### src/hw/rtl/bsm3x3_pkg.sv
// Shared constants, types and arithmetic helpers for the 3x3 box smoother.
package bsm3x3_pkg;

    localparam int MAX_WIDTH  = 1024;
    localparam int MAX_HEIGHT = 1024;

    localparam int PIX_W   = 8;
    localparam int COL_W   = $clog2(MAX_WIDTH);
    localparam int ROW_W   = $clog2(MAX_HEIGHT);
    localparam int DIM_W   = 11;
    localparam int CSUM_W  = PIX_W + 2;     // sum of up to three pixels
    localparam int SUM_W   = PIX_W + 4;     // sum of up to nine pixels
    localparam int TDATA_W = ((PIX_W + ROW_W + COL_W + 7) / 8) * 8;

    localparam int CFG_IDX_W = 2;
    localparam logic [CFG_IDX_W-1:0] CFG_IDX_WIDTH  = CFG_IDX_W'(0);
    localparam logic [CFG_IDX_W-1:0] CFG_IDX_HEIGHT = CFG_IDX_W'(1);

    localparam int BURST_MAX   = 4;
    localparam int BURST_CNT_W = $clog2(BURST_MAX + 1);
    localparam int FIFO_DEPTH  = 8;
    localparam int FIFO_PTR_W  = $clog2(FIFO_DEPTH);
    localparam int FIFO_CNT_W  = $clog2(FIFO_DEPTH + 1);

    // Reciprocal constants for floor division of a nine-pixel sum
    localparam int RECIP3     = 2731;   // /3 -> >> 13, /6 -> >> 14
    localparam int RECIP9     = 3641;   // /9 -> >> 15
    localparam int RECIP_W    = 12;
    localparam int PROD_W     = SUM_W + RECIP_W;

    // Item held between the line store stage and the arithmetic stage
    typedef struct packed {
        logic             valid;
        logic             last_col;
        logic             last_row;
        logic [ROW_W-1:0] row;
        logic [COL_W-1:0] col;
        logic [PIX_W-1:0] pixel;
        logic [PIX_W-1:0] newer;   // same column, row above
        logic [PIX_W-1:0] older;   // same column, two rows above
    } t_s1;

    typedef struct packed {
        logic             eof;
        logic             last;
        logic [COL_W-1:0] col;
        logic [ROW_W-1:0] row;
        logic [PIX_W-1:0] smoothed;
    } t_res;

    // Up to four results released by one input beat, in output order
    typedef struct packed {
        logic [BURST_MAX-1:0] vld;
        t_res [BURST_MAX-1:0] res;
    } t_burst;

    function automatic logic [COL_W-1:0] clamp_w_m1(logic [DIM_W-1:0] v);
        if (v == '0) begin
            return '0;
        end else if (32'(v) > MAX_WIDTH) begin
            return COL_W'(MAX_WIDTH - 1);
        end else begin
            return COL_W'(v - 1'b1);
        end
    endfunction

    function automatic logic [ROW_W-1:0] clamp_h_m1(logic [DIM_W-1:0] v);
        if (v == '0) begin
            return '0;
        end else if (32'(v) > MAX_HEIGHT) begin
            return ROW_W'(MAX_HEIGHT - 1);
        end else begin
            return ROW_W'(v - 1'b1);
        end
    endfunction

    // floor(sum / (nr * nc)) for nr, nc in 1..3
    function automatic logic [PIX_W-1:0] div_box(logic [SUM_W-1:0] sum,
                                                 logic [1:0] nr, logic [1:0] nc);
        logic [3:0]        cnt;
        logic [PROD_W-1:0] p3;
        logic [PROD_W-1:0] p9;
        logic [PIX_W-1:0]  q;
        cnt = 4'(nr) * 4'(nc);
        p3  = PROD_W'(sum) * PROD_W'(RECIP3);
        p9  = PROD_W'(sum) * PROD_W'(RECIP9);
        case (cnt)
            4'd1:    q = PIX_W'(sum);
            4'd2:    q = PIX_W'(sum >> 1);
            4'd3:    q = PIX_W'(p3 >> 13);
            4'd4:    q = PIX_W'(sum >> 2);
            4'd6:    q = PIX_W'(p3 >> 14);
            4'd9:    q = PIX_W'(p9 >> 15);
            default: q = '0;
        endcase
        return q;
    endfunction

endpackage

### src/hw/rtl/bsm3x3_core.sv
// Column window and neighborhood averages for the results of one beat.
module bsm3x3_core
    import bsm3x3_pkg::*;
(
    input  logic             i_clk,
    input  logic             i_rst_n,
    input  t_s1              i_s1,
    input  logic [COL_W-1:0] i_w_m1,
    input  logic [ROW_W-1:0] i_h_m1,
    output t_burst           o_burst
);

    // index 0: two rows up, 1: row up, 2: current row
    logic [2:0][PIX_W-1:0] r_wm;    // column c-1
    logic [2:0][PIX_W-1:0] r_wl;    // column c-2
    logic [2:0][PIX_W-1:0] cur;

    logic             up1, up2, has_l, has_m;
    logic [1:0]       nr_a, nr_b, nc_lr, nc_r;
    logic [SUM_W-1:0] sum0, sum1, sum2, sum3;
    logic [ROW_W-1:0] row_p;
    logic [COL_W-1:0] col_p;

    // rows above plus the row below (output one row up)
    function automatic logic [CSUM_W-1:0] cs_up(logic [2:0][PIX_W-1:0] c, logic up);
        return (up ? CSUM_W'(c[0]) : '0) + CSUM_W'(c[1]) + CSUM_W'(c[2]);
    endfunction

    // row above plus own row (output on the current row)
    function automatic logic [CSUM_W-1:0] cs_dn(logic [2:0][PIX_W-1:0] c, logic up);
        return (up ? CSUM_W'(c[1]) : '0) + CSUM_W'(c[2]);
    endfunction

    function automatic t_res mk(logic [PIX_W-1:0] v, logic [ROW_W-1:0] r,
                                logic [COL_W-1:0] c, logic [ROW_W-1:0] hm,
                                logic [COL_W-1:0] wm);
        t_res x;
        x.smoothed = v;
        x.row      = r;
        x.col      = c;
        x.last     = 1'b0;
        x.eof      = (r == hm) && (c == wm);
        return x;
    endfunction

    assign cur = {i_s1.pixel, i_s1.newer, i_s1.older};

    always_comb begin
        up1   = (i_s1.row >= ROW_W'(2));
        up2   = (i_s1.row != '0);
        has_l = (i_s1.col >= COL_W'(2));
        has_m = (i_s1.col != '0);
        nr_a  = up1 ? 2'd3 : 2'd2;
        nr_b  = up2 ? 2'd2 : 2'd1;
        nc_lr = has_l ? 2'd3 : 2'd2;
        nc_r  = has_m ? 2'd2 : 2'd1;
        row_p = i_s1.row - 1'b1;
        col_p = i_s1.col - 1'b1;

        sum0 = (has_l ? SUM_W'(cs_up(r_wl, up1)) : '0) + SUM_W'(cs_up(r_wm, up1))
             + SUM_W'(cs_up(cur, up1));
        sum1 = (has_m ? SUM_W'(cs_up(r_wm, up1)) : '0) + SUM_W'(cs_up(cur, up1));
        sum2 = (has_l ? SUM_W'(cs_dn(r_wl, up2)) : '0) + SUM_W'(cs_dn(r_wm, up2))
             + SUM_W'(cs_dn(cur, up2));
        sum3 = (has_m ? SUM_W'(cs_dn(r_wm, up2)) : '0) + SUM_W'(cs_dn(cur, up2));

        o_burst.vld[0] = i_s1.valid && up2 && has_m;
        o_burst.vld[1] = i_s1.valid && up2 && i_s1.last_col;
        o_burst.vld[2] = i_s1.valid && i_s1.last_row && has_m;
        o_burst.vld[3] = i_s1.valid && i_s1.last_row && i_s1.last_col;

        o_burst.res[0] = mk(div_box(sum0, nr_a, nc_lr), row_p, col_p, i_h_m1, i_w_m1);
        o_burst.res[1] = mk(div_box(sum1, nr_a, nc_r), row_p, i_s1.col, i_h_m1, i_w_m1);
        o_burst.res[2] = mk(div_box(sum2, nr_b, nc_lr), i_s1.row, col_p, i_h_m1, i_w_m1);
        o_burst.res[3] = mk(div_box(sum3, nr_b, nc_r), i_s1.row, i_s1.col,
                            i_h_m1, i_w_m1);

        // last present result of the beat closes the run
        o_burst.res[0].last = o_burst.vld[0] && !(|o_burst.vld[3:1]);
        o_burst.res[1].last = o_burst.vld[1] && !(|o_burst.vld[3:2]);
        o_burst.res[2].last = o_burst.vld[2] && !o_burst.vld[3];
        o_burst.res[3].last = o_burst.vld[3];
    end

    always_ff @(posedge i_clk) begin
        if (!i_rst_n) begin
            r_wm <= '0;
            r_wl <= '0;
        end else if (i_s1.valid) begin
            r_wl <= r_wm;
            r_wm <= cur;
        end
    end

endmodule

### config.mk
export PLATFORM = sky130hd
export DESIGN_NAME = bsm3x3_core
export DESIGN_NICKNAME = d
export VERILOG_FILES = /design/src/hw/rtl/bsm3x3_pkg.sv /design/src/hw/rtl/bsm3x3_core.sv
export SDC_FILE = /design/constraint.sdc
export NUM_CORES = 1
export LEC_CHECK = 0
export BUFFER_PORTS_ARGS = -buffer_cell sky130_fd_sc_hd__buf_2
export CAP_MARGIN = 20
export CORE_ASPECT_RATIO = 1.2
export CORE_UTILIZATION = 36
export DETAILED_ROUTE_END_ITERATION = 12
export GPL_TIMING_DRIVEN = 1
export PLACE_DENSITY = 0.6
export RECOVER_POWER = 25
export SYNTH_ARGS = -nofsm -noshare
export SYNTH_HDL_FRONTEND = slang
export SYNTH_SLANG_ARGS = --single-unit
### constraint.sdc
create_clock -name i_clk -period 15.1 [get_ports i_clk]
set_input_delay 3.02 -clock i_clk [delete_from_list [all_inputs] [get_ports i_clk]]
set_output_delay 3.02 -clock i_clk [all_outputs]
set_load 0.01 [all_outputs]
* Word-level counts from Yosys, hierarchy flattened
Cells that the tools add are included.
** Cells by class
- Multiply operators :: 12
- Add/subtract/negate cells :: 17
- Equality and inequality tests :: 28
- Reductions and logical operators :: 20
- Muxes and demuxes :: 18
- Order comparisons :: 2
** Operator list (count)
- $pmux 8 s6 :: 4
- $add 8x8->9 :: 6
- $mux 8 :: 6
- $mul 12x12->23 const B :: 2
- $mul 10x12->22 const B :: 2
- $mul 12x12->22 const B :: 2
- $eq 10x10->1 :: 4
- $eq 4x2->1 const B :: 8
- $eq 4x3->1 const B :: 8
- $add 9x8->10 :: 3
- $add 11x10->12 :: 2
- $mul 11x12->23 const B :: 1
- $add 10x10->11 :: 2
- $mul 11x12->22 const B :: 1
- $ge 10x2->1 const B :: 2
- $mux 10 :: 2
- $reduce_bool 10->1 :: 2
- $sub 10x1->10 const B :: 2
- $mux 9 :: 2
- $eq 4x1->1 const B :: 4
- $eq 4x4->1 const B :: 4
- $mul 2x2->4 :: 4
- $logic_and 1x1->1 :: 13
- $add 9x10->11 :: 1
- 6 further kinds :: 10
** Storage, ports and cells
- Bits in registers :: 48
- Input bits :: 69
- Word-level logic and storage cells :: 103

* Logic depth before layout (Yosys ltp)
- Depth after elaboration :: 9
- Gate-level depth with buffers :: 44
- Mapped depth without buffers :: 42

* Worst setup path before layout
No wires, ideal clock.
- Path type :: input-to-output
- From :: input port i_s1[37] (netlist bit)
- To :: output port o_burst[6] (netlist bit)
- Path buffers :: 2
- Arrival :: 12.363 ns
- Stages on the path :: 41
- Path slack :: -0.283 ns
- Path through :: clkbuf_1 -> nor3_1 -> nand2_1 -> nor3_1 -> nand2_1 -> clkbuf_1 -> and2_1 -> fa_1 -> ha_1 -> a21o_1 -> a21oi_1 -> o21bai_1 -> a21oi_1 -> o21bai_1 -> a21oi_1 -> xor2_1 -> inv_1 -> fa_1 -> (+5 left out) -> inv_1 -> fa_1 -> inv_1 -> ha_1 -> inv_1 -> fa_1 -> fa_1 -> inv_1 -> fa_1 -> ha_1 -> and3_1 -> nand3_1 -> o311a_1 -> o21ai_1 -> a41oi_1 -> xnor2_1 -> a221oi_1 -> a211oi_1
** RTL lines
- start, declared :: RTL line bsm3x3_core.sv:7 : input t_s1 i_s1,
- end, declared :: RTL line bsm3x3_core.sv:10 : output t_burst o_burst

==> key figures <==
Status
  – Status: finished with violations
  – Violated checks: capacitance limit, slew limit

Setup path
  – Crit start category: input port
  – Slowest CP cell: fa_1
  – Required time of the critical path: 12.08 ns
  – Crit Path Max Fanout: 6
  – CP dominant cell by count: fa_1
  – WP buf/inv: 10
  – Critical Path AT: 11.94 ns
  – Critical path's top delay family: adder cells
  – CP Capture Type: output pin
  – Setup CP Type: input port to output pin
  – Worst reg2reg setup slack: 14.29 ns
  – Critical Path Max Stage Delay: 0.57 ns

Finish
  – Total Nets Final: 3466
  – Area Growth Syn to Fin: 18.7%
  – Fillers: 5617
  – Share of cells above drive strength 1: 0.217
  – Final instance area: 0.0248 mm²
  – Antenna cells: 0
  – Core Util, Final: 0.433

Detailed routing
  – Pre-antenna DRT Iters: 5
  – Via Count: 16800
  – Routed Antenna Nets: 0
  – DRC: 0
  – Initial DRC count: 649
  – Via-to-Cell Ratio: 4.96
  – Final wirelength: 54600 µm
  – WL/cell: 16.1 µm

Clock tree
  – CTS root buf: clkbuf_16
  – CTS Buf Count: 5
  – H-tree depth: 2
  – Reg clk slew, reported paths: 0.06 ns
  – Clk_lat worst skew: 0.29 ns
  – Clk sinks: 48
  – CTS tree: done
  – Post-CTS Hold Fix Bufs: 0
  – CTS Buffer Depth: 2

STA
  – Max-slew headroom: -0.0858
  – Final cycle utilization of the critical path: 0.991
  – Fin crit period: 14.96 ns
  – RSZ-0062 raised after global routing: yes
  – Final hold violations: 0
  – Hold WS: 0.520 ns
  – Fmax: 66.8 MHz
  – Worst Skew: 0.00367 ns
  – Setup Viol. Count Final: 0
  – Final setup TNS: 0 ns
  – Slew Limit Fails: 49
  – Worst-Margin Slew: 1.63 ns

Floorplanning
  – FP Rows: 96
  – I/O Pins: 193
  – Die ar.: 0.0589 mm²
  – Initial Utilization: 0.365
  – Core ar.: 0.0572 mm²
  – Die Height: 266 µm
  – Width of the chip: 222 µm

Yosys
  – Area leader, netlist: ha_1
  – Ys Warns: 0
  – Post-synth EDFFs: 0
  – Largest cells by area after synthesis: ha_1 30%, fa_1 23%, inv_1 8.8%, dfxtp_1 4.6%, xnor2_1 4.1%
  – Mapped Cells: 2337
  – Top-count cell post-synth: ha_1
  – Synth top area share: 0.298
  – Primary FF master, synth: dfxtp_1
  – Post-synthesis sequential area ratio: 0.0461
  – Synth Register Bits: 48
  – Post-synth cell types: 71
  – Syn nets: 3145
  – Synthesized area per cell: 8.93 µm²
  – Ys async rst share: 0
  – Commonest cells in the synthesized netlist: 497 x ha_1, 491 x inv_1, 242 x fa_1
  – Post-Synthesis Cell Area: 0.0209 mm²

Placed design
  – Port bufs: 192
  – Final GP Congestion: 0.954
  – Final HPWL DP: 48300 µm
  – Placed inst area: 0.0237 mm²

GRT
  – Largest net degree at the start of global routing: 49
  – Vias in the first global route: 17400
  – Global-route wire length before repair: 87300 µm
  – Gr usage total: 0.181
  – GRT overflow: 0
  – Initial antenna violation count: 0

Job
  – MaxCap Viol Count: 1

Worst hold path
  – Worst min path class: register to register
cell type report:
class                   instances  area, µm²  area share
clock buffers                   5        125     0.00505
clock inverters                 3       18.8    0.000758
inverters                     492       1850      0.0747
multi-input cells            1699      18200       0.734
flip-flops and latches         48        961      0.0388
well taps                     735        920      0.0371
repair buffers                412       2700       0.109
final timing paths:
kind / from / endpoint / depth (start not counted)
worst max-delay path: i_s1[39] / o_burst[6] / 44
worst min-delay path: r_wl[0] / r_wl[0] / 2
worst max register to register: r_wm[17] / r_wl[17] / 2
worst min register to register: r_wl[0] / r_wl[0] / 2
placed cells by master (no fill, tap or decap), drive strengths merged, types with 8 or more instances in the layout:
master | synthesis | routed
ha | 497 | 497
inv | 491 | 490
buf | 70 | 410
fa | 242 | 242
xnor2 | 98 | 98
a21oi | 95 | 95
nor2 | 85 | 85
nand2 | 74 | 74
xor2 | 64 | 64
and2 | 57 | 57
mux2i | 55 | 55
nor2b | 54 | 54
dfxtp | 48 | 48
o21ai | 47 | 47
a21o | 32 | 32
o21bai | 28 | 28
nand3 | 26 | 26
nor3 | 26 | 26
a31oi | 17 | 17
and3 | 15 | 15
nand2b | 11 | 11
o21a | 11 | 11
a22oi | 11 | 11
nor4 | 10 | 10
nand4 | 9 | 9
o211ai | 9 | 9
a211oi | 9 | 9
or3 | 8 | 8
worst min-delay path, delay by kind of cell, from the launching register on:
family        cells  cell delay, ns
flops             1            0.32
mux               1            0.07
simple gates      1            0.10
logic make-up (layout without fill, tap and decap cells):
group / after synthesis / count (layout) / share of synthesized area
adder cells (fa/ha/maj): 739 / 739 / 0.530
multiplexers: 59 / 59 / 0.0285
AND/OR/NAND/NOR: 403 / 403 / 0.101
AO/OA/AOI/OAI: 336 / 336 / 0.109
buffers and inverters: 590 / 912 / 0.117
XOR/XNOR: 162 / 162 / 0.0680
flip-flops: 48 / 48 / 0.0461
sequential cells by signal (all words and copies together), names as in the netlist:
name	count
r_wl	24
r_wm	24
metrics by stage:
step,worst slack [ns],cells
final,0.139,3394
after global routing,-0.229,3394
after CTS,-0.0148,3376
after detailed placement,-0.373,3366
after global placement,-0.222,3366
after floorplan,-0.0324,2337
routing by layer:
metal,share of wire,track usage,wire length (µm)
met5,0,0,0
met3,0.018,0.00584,1010
met4,0.023,0.0426,1280
met1,0.44,0.227,23800
met2,0.52,0.341,28500
repair_timing:
item                       4_1_cts  5_1_grt
resized for setup               13      163
cloned                           0        1
pin swaps                        4      128
buffers inserted                 2       17
setup endpoints to repair       22       32
Power is left out: the tool's default activity adds up to more than one toggle a clock period on the data nets, which glitch-free logic cannot reach.
